**src/rtl/core/assert_macros.svh**
```systemverilog
// Assertion macros shared by the convolution RTL; clk and rst_n come from the using scope.
`ifndef ASSERT_MACROS_SVH
`define ASSERT_MACROS_SVH

// Condition holds at every edge outside reset.
`define C2D3_ASSERT_ALWAYS(label, cond, msg) \
  label: assert property (@(posedge clk) disable iff (!rst_n) (cond)) else $error(msg);

// Consequent holds in the same cycle as the antecedent.
`define C2D3_ASSERT_IMPLY(label, ante, cons, msg) \
  label: assert property (@(posedge clk) disable iff (!rst_n) (ante) |-> (cons)) \
    else $error(msg);

// Consequent holds in the cycle after the antecedent.
`define C2D3_ASSERT_NEXT(label, ante, cons, msg) \
  label: assert property (@(posedge clk) disable iff (!rst_n) (ante) |=> (cons)) \
    else $error(msg);

`endif

```
**src/rtl/core/c2d3_queue.sv**
```systemverilog
// Short register queue between the front end and the arithmetic back end.
`include "assert_macros.svh"

module c2d3_queue #(
  parameter int WIDTH = 8,
  parameter int DEPTH = 4,
  localparam int PTR_W = (DEPTH > 1) ? $clog2(DEPTH) : 1,
  localparam int CNT_W = $clog2(DEPTH + 1)
) (
  input  logic             clk,
  input  logic             rst_n,
  input  logic             push,
  input  logic [WIDTH-1:0] din,
  input  logic             pop,
  output logic [WIDTH-1:0] dout,
  output logic             empty,
  output logic             full
);

  logic [WIDTH-1:0] mem_r [DEPTH];
  logic [PTR_W-1:0] wr_ptr_r, wr_ptr_nxt, rd_ptr_r, rd_ptr_nxt;
  logic [CNT_W-1:0] cnt_r, cnt_nxt;

  always_comb begin
    empty = cnt_r == '0;
    full  = cnt_r == CNT_W'(DEPTH);
    dout  = mem_r[rd_ptr_r];

    wr_ptr_nxt = wr_ptr_r;
    if (push) begin
      wr_ptr_nxt = (wr_ptr_r == PTR_W'(DEPTH - 1)) ? '0 : wr_ptr_r + PTR_W'(1);
    end
    rd_ptr_nxt = rd_ptr_r;
    if (pop) begin
      rd_ptr_nxt = (rd_ptr_r == PTR_W'(DEPTH - 1)) ? '0 : rd_ptr_r + PTR_W'(1);
    end
    cnt_nxt = cnt_r;
    if (push && !pop) begin
      cnt_nxt = cnt_r + CNT_W'(1);
    end else if (pop && !push) begin
      cnt_nxt = cnt_r - CNT_W'(1);
    end
  end

  always_ff @(posedge clk) begin
    if (!rst_n) begin
      wr_ptr_r <= '0;
      rd_ptr_r <= '0;
      cnt_r    <= '0;
    end else begin
      wr_ptr_r <= wr_ptr_nxt;
      rd_ptr_r <= rd_ptr_nxt;
      cnt_r    <= cnt_nxt;
    end
  end

  always_ff @(posedge clk) begin
    if (push) begin
      mem_r[wr_ptr_r] <= din;
    end
  end

  `C2D3_ASSERT_ALWAYS(a_q_bound, cnt_r <= CNT_W'(DEPTH), "queue count beyond depth")
  `C2D3_ASSERT_NEXT(a_q_grow, push && !pop, cnt_r == $past(cnt_r) + CNT_W'(1), "queue lost a beat")

endmodule

```
**config.mk**
```make
export PLATFORM = sky130hd
export DESIGN_NAME = c2d3_queue
export DESIGN_NICKNAME = d
export VERILOG_FILES = /design/src/rtl/core/c2d3_queue.sv
export VERILOG_INCLUDE_DIRS = /design/src /design/src/rtl/core
export SDC_FILE = /design/constraint.sdc
export NUM_CORES = 1
export LEC_CHECK = 0
export ABC_CLOCK_PERIOD_IN_PS = 2160
export BUFFER_PORTS_ARGS = -buffer_cell sky130_fd_sc_hd__buf_2
export CAP_MARGIN = 20
export CORE_UTILIZATION = 55
export DETAILED_ROUTE_END_ITERATION = 6
export HOLD_SLACK_MARGIN = 0.08
export PLACE_DENSITY_LB_ADDON = 0.08
export REMOVE_ABC_BUFFERS = 1
export SYNTH_ARGS = -nofsm -noshare
export SYNTH_HDL_FRONTEND = slang
export SYNTH_SLANG_ARGS = --single-unit
```
**constraint.sdc**
```tcl
create_clock -name clk -period 2.16 [get_ports clk]
set_clock_uncertainty 0.2 [all_clocks]
set_input_delay 0.432 -clock clk [delete_from_list [all_inputs] [get_ports clk]]
set_output_delay 0.432 -clock clk [all_outputs]
set_load 0.01 [all_outputs]
```
## Word level (Yosys, flattened, before mapping)

Memories as Yosys holds them, arrays and structs flattened. A register that Yosys moved wholly into a read port is not among the register bits.
Cells that the tools add are included.

- Word-level logic and storage cells: 25
- Input port bits: 12
- Memories: 1
- Output and inout port bits: 10
- Flip-flop bits (word level): 7
- Memory bits (read-only): 0
- Memory bits (writable): 32
- Bits in latches: 0

- Reduce and logical (&&, ||, !) cells: 6
- Add/subtract/negate cells: 4
- Multiply operators: 0
- Divide/modulo/power cells: 0
- Shift-type cells: 0
- Muxes and demuxes: 8
- Bitwise gates (word level): 0
- $lt $le $gt $ge: 0
- Equal/unequal tests: 3

Memory list:

| name | words | width | read ports | clocked after memory_dff | write ports | RTL line | RTL |
|---|---|---|---|---|---|---|---|
| mem_r | 4 | 8 | 1 | 1 | 1 | c2d3_queue.sv:20 | `logic [WIDTH-1:0] mem_r [DEPTH];` |

Operators with widths:

| cell | number |
|---|---|
| $mux 2 | 4 |
| $mux 3 | 2 |
| $add 2x1->2 const B | 2 |
| $eq 2x2->1 const B | 2 |
| $add 3x1->3 const B | 1 |
| $eq 3x3->1 const B | 1 |
| $logic_not 3->1 | 1 |
| $sub 3x1->3 const B | 1 |
| $logic_and 1x1->1 | 2 |
| $logic_not 1->1 | 2 |
| $mux 1 | 2 |
| $reduce_bool 2->1 | 1 |

## Longest topological paths before layout

Gate-level depths: netlist (run 1).

- Depth in word-level cells: 4
- Depth in mapped cells: 7
- Mapped depth without buffers: 7

## Least setup slack after synthesis (run 1)

OpenSTA, ideal clock, no wires.

- Kind: input to register
- Start: input port pop
- End: register cnt_r[2]
- Cell stages on the path: 7
- Library setup time: 70 ps
- Setup slack: 265 ps
- Path buffers: 0
- Data required time: 1890 ps
- Arrival time: 1625 ps
- Cell sequence: inv_1 > ha_1 > inv_1 > fa_1 > xor2_1 > or3_1 > a21boi_1

- Cells in the longest elaborated chain, start to end: 3
- Elaborated cells between the ends (all ways): 5
- Those cells by class: mux (1); reduce/logical (4)

RTL lines:

| what | RTL line | RTL |
|---|---|---|
| start: declaration | c2d3_queue.sv:14 | `input logic pop,` |
| $logic_not 1->1 | c2d3_queue.sv:38 | `if (push && !pop) begin` |
| $logic_and 1x1->1 | c2d3_queue.sv:38 |  |
| $mux 3 or $reduce_bool 2->1 (tied branches) | -- |  |
| end signal: assignment | c2d3_queue.sv:53 | `cnt_r <= cnt_nxt;` |
| end: declaration | c2d3_queue.sv:22 | `logic [CNT_W-1:0] cnt_r, cnt_nxt;` |

Several ways; a longest one is shown, not always the timed one.
A chain may end at the register's enable or synchronous reset.

==> qor.csv, run 1 <==
stage;metric;value;unit
grt;vias in the first global route;857;
logic_synthesis;Post-synth top cells;edfxtp_1, dfxtp_1, mux4_2, ha_1;
logic_synthesis;Post-synth EDFFs;32;
place;IO buf count;21;
logic_synthesis;mean post-synth cell area;18.8;um^2
timing;slew margin rel.;70.6;%
floorplanning;Die X;56.2;um
place;worst slack, placed;-0.0149;ns
clock_network;cts hold-fix bufs;0;
final_layout;share of post-route cells with drive strength above 1;34.8;%
logic_synthesis;Synth Register Bits;41;
grt;initial antenna violation count;0;
logic_synthesis;Synth Flop Type;edfxtp_1;
logic_synthesis;sequential area share after synthesis;70.6;%
timing;RSZ-0062 raised after global routing;true;
clock_network;CTS tree;built;
timing;Worst Slack Setup Final;0.0113;ns
floorplanning;Initial Utilization;58.6;%
drt;via/cell ratio;5.44;
grt;first-pass GRT wire length;3850;um
setup_path;critical setup path kind;reg2out;
place;RePlAce Congestion;0.611;
clock_network;H-Tree Depth;2;
timing;Hold Violations, Final;0;
grt;All-Layer GR Usage;17.1;%
clock_network;cts bufs inserted;5;
place;Detailed Place HPWL;1570;um
pwr;Max IR drop VDD;0.000816;V
drt;Residual DRC;0;
timing;final setup vio count;0;
logic_synthesis;Synth area leaders;edfxtp_1, dfxtp_1, mux4_2, ha_1, mux2i_1;
drt;Routed Antenna Nets;0;
pwr;Cell Pwr Density;838;nW/um^2
pwr;leakage;0.694;nW
logic_synthesis;fraction of synthesis flops using an asynchronous set or reset pin;0;%
floorplanning;die area;3160;um^2
drt;WL final;2280;um
logic_synthesis;synth unique cells;20;
clock_network;clk root buf;clkbuf_4;
drt;drt wl/cell;15.6;um
grt;total grt overflow;0;
flow_run;Max Cap Violations;0;
place;# placed instances;138;
drt;drt first-iter violations;18;
clock_network;clk slew on worst S/H paths;0.13;ns
clock_network;Clk Latency, worst-skew pair;0.34;ns
floorplanning;num rows;19;
setup_path;critical path peak fanout;8;
timing;Final min period;2.15;ns
floorplanning;Core Box Area;2760;um^2
drt;Pre-antenna DRT Iters;4;
grt;largest net degree at the start of global routing;15;
setup_path;Req. time, crit path;1.53;ns
logic_synthesis;total of warnings raised by yosys;0;
drt;via count;794;
final_layout;Syn-to-layout area delta;16.1;%
logic_synthesis;cell accounting for the most synthesized area;edfxtp_1;
hold_path;Hold WC Path Type;in2reg;
setup_path;Worst Path Arrival;1.52;ns
logic_synthesis;Synth Instances;86;
logic_synthesis;most common cell in the netlist;edfxtp_1;
timing;fmax;465;MHz
timing;Final Slew Violations;0;
timing;Slew @ Worst Pin;0.441;ns
setup_path;crit end category;output port;
logic_synthesis;Synth Cell Area;1620;um^2
clock_network;CTS sink cnt;41;
timing;Final Cycle Share;99.5;%
setup_path;crit path launch type;flip-flop;
logic_synthesis;Yosys top cell area share;59.5;%
final_layout;Finished Layout Cells;146;
clock_network;Max Root-Sink Buffers;2;
floorplanning;chip height;56.2;um
outcome;status;completed;
floorplanning;IO Count;22;
final_layout;post-layout net count;133;
final_layout;# diodes;0;
timing;TNS Setup;0;ns
## area by class of cell
| type | instances | area (um^2) |
|---|---|---|
| well taps | 31 | 38.8 |
| flip-flops and latches | 41 | 1140 |
| clock inverters | 2 | 16.3 |
| multi-input cells | 39 | 443 |
| repair buffers | 23 | 158 |
| inverters | 4 | 15.0 |
| fillers | 199 | 882 |
| clock buffers | 6 | 62.6 |
## registers in the layout, indices dropped and copies added, names as in the netlist, named ones only
name      count
cnt_r         3
wr_ptr_r      2
mem_r        32
rd_ptr_r      2
## cell families (layout without fill, tap and decap cells)
logic type,Yosys count,after routing,synth area share [%]
AND/OR/NAND/NOR,15,15,5.58
XOR/XNOR,2,2,1.08
adder cells (fa/ha/maj),7,7,5.89
AO/OA/AOI/OAI,3,3,1.24
flip-flops,41,41,70.6
buffers and inverters,6,35,1.94
multiplexers,12,12,13.6
## critical path: stages (launching register included)
cell and delay, ns:
dfxtp_2 0.38, buf_12 0.14, mux4_2 0.52, buf_6 0.14
## stage by stage
| stage | cell area [um^2] | hold slack, ns | utilization (%) | total power, W |
|---|---|---|---|---|
| after floorplan | 1600 | 0.265 | - | 0.00105 |
| after global placement | 1760 | 0.282 | 63.7 | 0.00112 |
| after detailed placement | 1760 | 0.321 | 63.7 | 0.00113 |
| after CTS | 1850 | 0.0890 | 67.2 | 0.00158 |
| after global routing | 1880 | 0.0816 | 68.0 | 0.00164 |
| final | 1880 | 0.0926 | 68.0 | 0.00157 |
## per-layer routing
metal	GRT usage [%]	routed length, um	vias up
met4	9.41	56	0
met3	5.12	89	9
met1	18.9	945	387
met5	0	0	-
met2	29.4	1190	19
li1	-	-	379
## where the power goes
group / internal, W / switching [W]
Combinational: 0.000110 / 0.0000936
Sequential: 0.000897 / 0.0000280
Clock: 0.000199 / 0.000245
Total: 0.00121 / 0.000366
## placed cells by master (no fill, tap or decap)
cell,Yosys,layout
buf_12,0,1
o21a_1,1,1
and2_1,5,5
inv_1,4,4
nor2b_1,5,5
nor3_1,2,2
clkbuf_4,0,5
fa_1,1,1
xnor2_1,1,1
nor2_1,1,1
clkbuf_16,0,1
clkinvlp_4,0,1
xor2_1,1,1
nor3b_1,1,1
dfxtp_2,0,1
or3_1,1,1
edfxtp_1,32,32
mux4_2,8,8
o21ai_0,1,1
ha_1,6,6
buf_6,1,4
a21boi_1,1,1
buf_4,0,1
mux2i_1,4,4
buf_2,0,17
clkinv_4,0,1
dfxtp_1,9,8
## final timing paths
check / slack [ns] / depth (start not counted) / start / endpoint
worst max-delay path: 0.01 / 3 / flip-flop / dout[6]
worst min-delay path: 0.09 / 1 / din[1] / mem_r[0][1]
worst max register to register: 0.44 / 4 / cnt_r[0] / cnt_r[2]
worst min register to register: 0.34 / 2 / cnt_r[2] / cnt_r[2]
## timing repair
item                       CTS  global route
setup buffers                0             0
setup endpoints to repair    8             8
resized for setup            4             4
Power figures use the tool's default switching activity.
==> run 2, diff against run 1 <==
- GPL_TIMING_DRIVEN: default -> 0
==> run 2 against run 1 <==
Effect of this change: critical path depth down 1; core utilization grew 0.68 points; non-clock buffer count grew 3; design area rose by 1.0%; flip-flop and latch count unchanged; register-to-register slack improved by 0.04 ns; combinational power shrank 6%; via count up 1.4%; clock power rose by 0.9%; critical endpoint unchanged; largest power group unchanged.
==> qor.csv, run 2 (synthesis gave the netlist of run 1 again) <==
stage;metric;value;unit
flow_run;Max Cap Violations;0;
setup_path;Worst Path Arrival;1.48;ns
clock_network;H-Tree Depth;2;
clock_network;Clk Latency, worst-skew pair;0.35;ns
setup_path;Req. time, crit path;1.53;ns
floorplanning;Initial Utilization;58.6;%
outcome;status;completed;
final_layout;top flop regs;mem_r (32), cnt_r (3);
grt;vias in the first global route;814;
grt;grt met3 use;7.91;%
drt;Residual DRC;0;
timing;RSZ-0062 raised after global routing;true;
pwr;Max IR drop VDD;0.000748;V
final_layout;share of post-route cells with drive strength above 1;32.2;%
final_layout;Util after Layout;68.7;%
grt;Most Crowded Layer GR;met2;
grt;total grt overflow;0;
grt;initial antenna violation count;0;
floorplanning;chip height;56.2;um
timing;Hold Violations, Final;0;
drt;drt wl/cell;15.0;um
place;worst slack, placed;0.0304;ns
floorplanning;Die X;56.2;um
final_layout;Syn-to-layout area delta;17.3;%
pwr;leakage;0.699;nW
final_layout;max reg flops;32;
drt;via count;805;
place;IO buf count;21;
final_layout;register area;1140;um^2
final_layout;commonest non-fill, non-tap cell in the layout;edfxtp_1;
grt;All-Layer GR Usage;16.9;%
clock_network;CTS sink cnt;41;
final_layout;post-layout net count;136;
final_layout;commonest cells after routing, fill and taps aside;edfxtp_1, buf_2, mux4_2, dfxtp_1, ha_1;
setup_path;critical setup path kind;reg2out;
grt;met1 usage;19.6;%
final_layout;footprint of the multi-input gates;443;um^2
pwr;Cell Pwr Density;828;nW/um^2
timing;Final min period;2.12;ns
timing;Worst Slack Setup Final;0.0436;ns
timing;Final Cycle Share;98.0;%
clock_network;CTS tree;built;
drt;via/cell ratio;5.40;
drt;drt first-iter violations;19;
grt;largest net degree at the start of global routing;15;
final_layout;fill cell count;198;
grt;met2 GRT Util;26.5;%
setup_path;crit path launch type;flip-flop;
timing;final setup vio count;0;
grt;first-pass GRT wire length;3710;um
floorplanning;num rows;19;
drt;WL final;2240;um
setup_path;crit end category;output port;
final_layout;Top reg by flops;mem_r;
timing;fmax;472;MHz
hold_path;Hold WC Path Type;in2reg;
floorplanning;die area;3160;um^2
timing;slew margin rel.;71.5;%
clock_network;Max Root-Sink Buffers;2;
drt;Pre-antenna DRT Iters;4;
timing;Slew @ Worst Pin;0.427;ns
clock_network;clk root buf;clkbuf_4;
setup_path;critical path peak fanout;8;
timing;Final Slew Violations;0;
clock_network;cts bufs inserted;5;
place;RePlAce Congestion;0.620;
floorplanning;Core Box Area;2760;um^2
place;Detailed Place HPWL;1520;um
clock_network;clk slew on worst S/H paths;0.12;ns
drt;Routed Antenna Nets;0;
clock_network;post-CTS setup buffers;0;
floorplanning;IO Count;22;
final_layout;# diodes;0;
-- run 2: per-stage QoR --
| stage | cell area, um^2 | total power (W) | hold WS, ns | cells | TNS [ns] |
|---|---|---|---|---|---|
| finish | 1890 | 0.00157 | 0.103 | 149 | 0 |
| global route | 1890 | 0.00165 | 0.0819 | 149 | -0.159 |
| CTS | 1880 | 0.00158 | 0.0808 | 149 | 0 |
| detailed placement | 1740 | 0.00113 | 0.290 | 136 | 0 |
| global placement | 1740 | 0.00112 | 0.284 | 136 | 0 |
| floorplan | 1600 | 0.00105 | 0.265 | 84 | 0 |
-- run 2: power by group --
group | switching, W | internal, W | total, W
sequential | 0.0000327 | 0.000897 | 0.000929
clock | 0.000249 | 0.000199 | 0.000448
combinational | 0.0000859 | 0.000106 | 0.000192
-- run 2: what timing repair did --
item                                    4_1_cts  5_1_grt
pin swaps                                     0        0
endpoints found under the setup margin        8        8
gates resized for setup                       2        3
hold endpoints to repair                     18        0
hold buffers                                  5        0
-- run 2: cell type report --
type / count / area share [%]
Clock buffer: 6 / 3.30
Clock inverter: 2 / 0.859
Inverter: 4 / 0.793
Multi-Input combinational cell: 39 / 23.4
Sequential cell: 41 / 60.4
Tap cell: 31 / 2.05
Timing Repair Buffer: 26 / 9.18
-- run 2: metal layers --
layer / part of all wire (%) / vias to the layer above
met3: 4.7 / 5
met5: 0 / -
li1: - / 385
met2: 53 / 19
met1: 41 / 396
met4: 1.9 / 0
-- run 2: worst max-delay path: stages, from the launching register on --
cell and delay (ns):
dfxtp_4 0.46, mux4_2 0.53, buf_2 0.15
-- run 2: final timing paths --
| path | start | to | slack, ns | depth (start not counted) |
|---|---|---|---|---|
| max | flip-flop | dout[6] | 0.04 | 2 |
| min | din[7] | mem_r[0][7] | 0.10 | 1 |
| max reg2reg | cnt_r[0] | cnt_r[2] | 0.48 | 4 |
| min reg2reg | cnt_r[2] | cnt_r[2] | 0.31 | 2 |
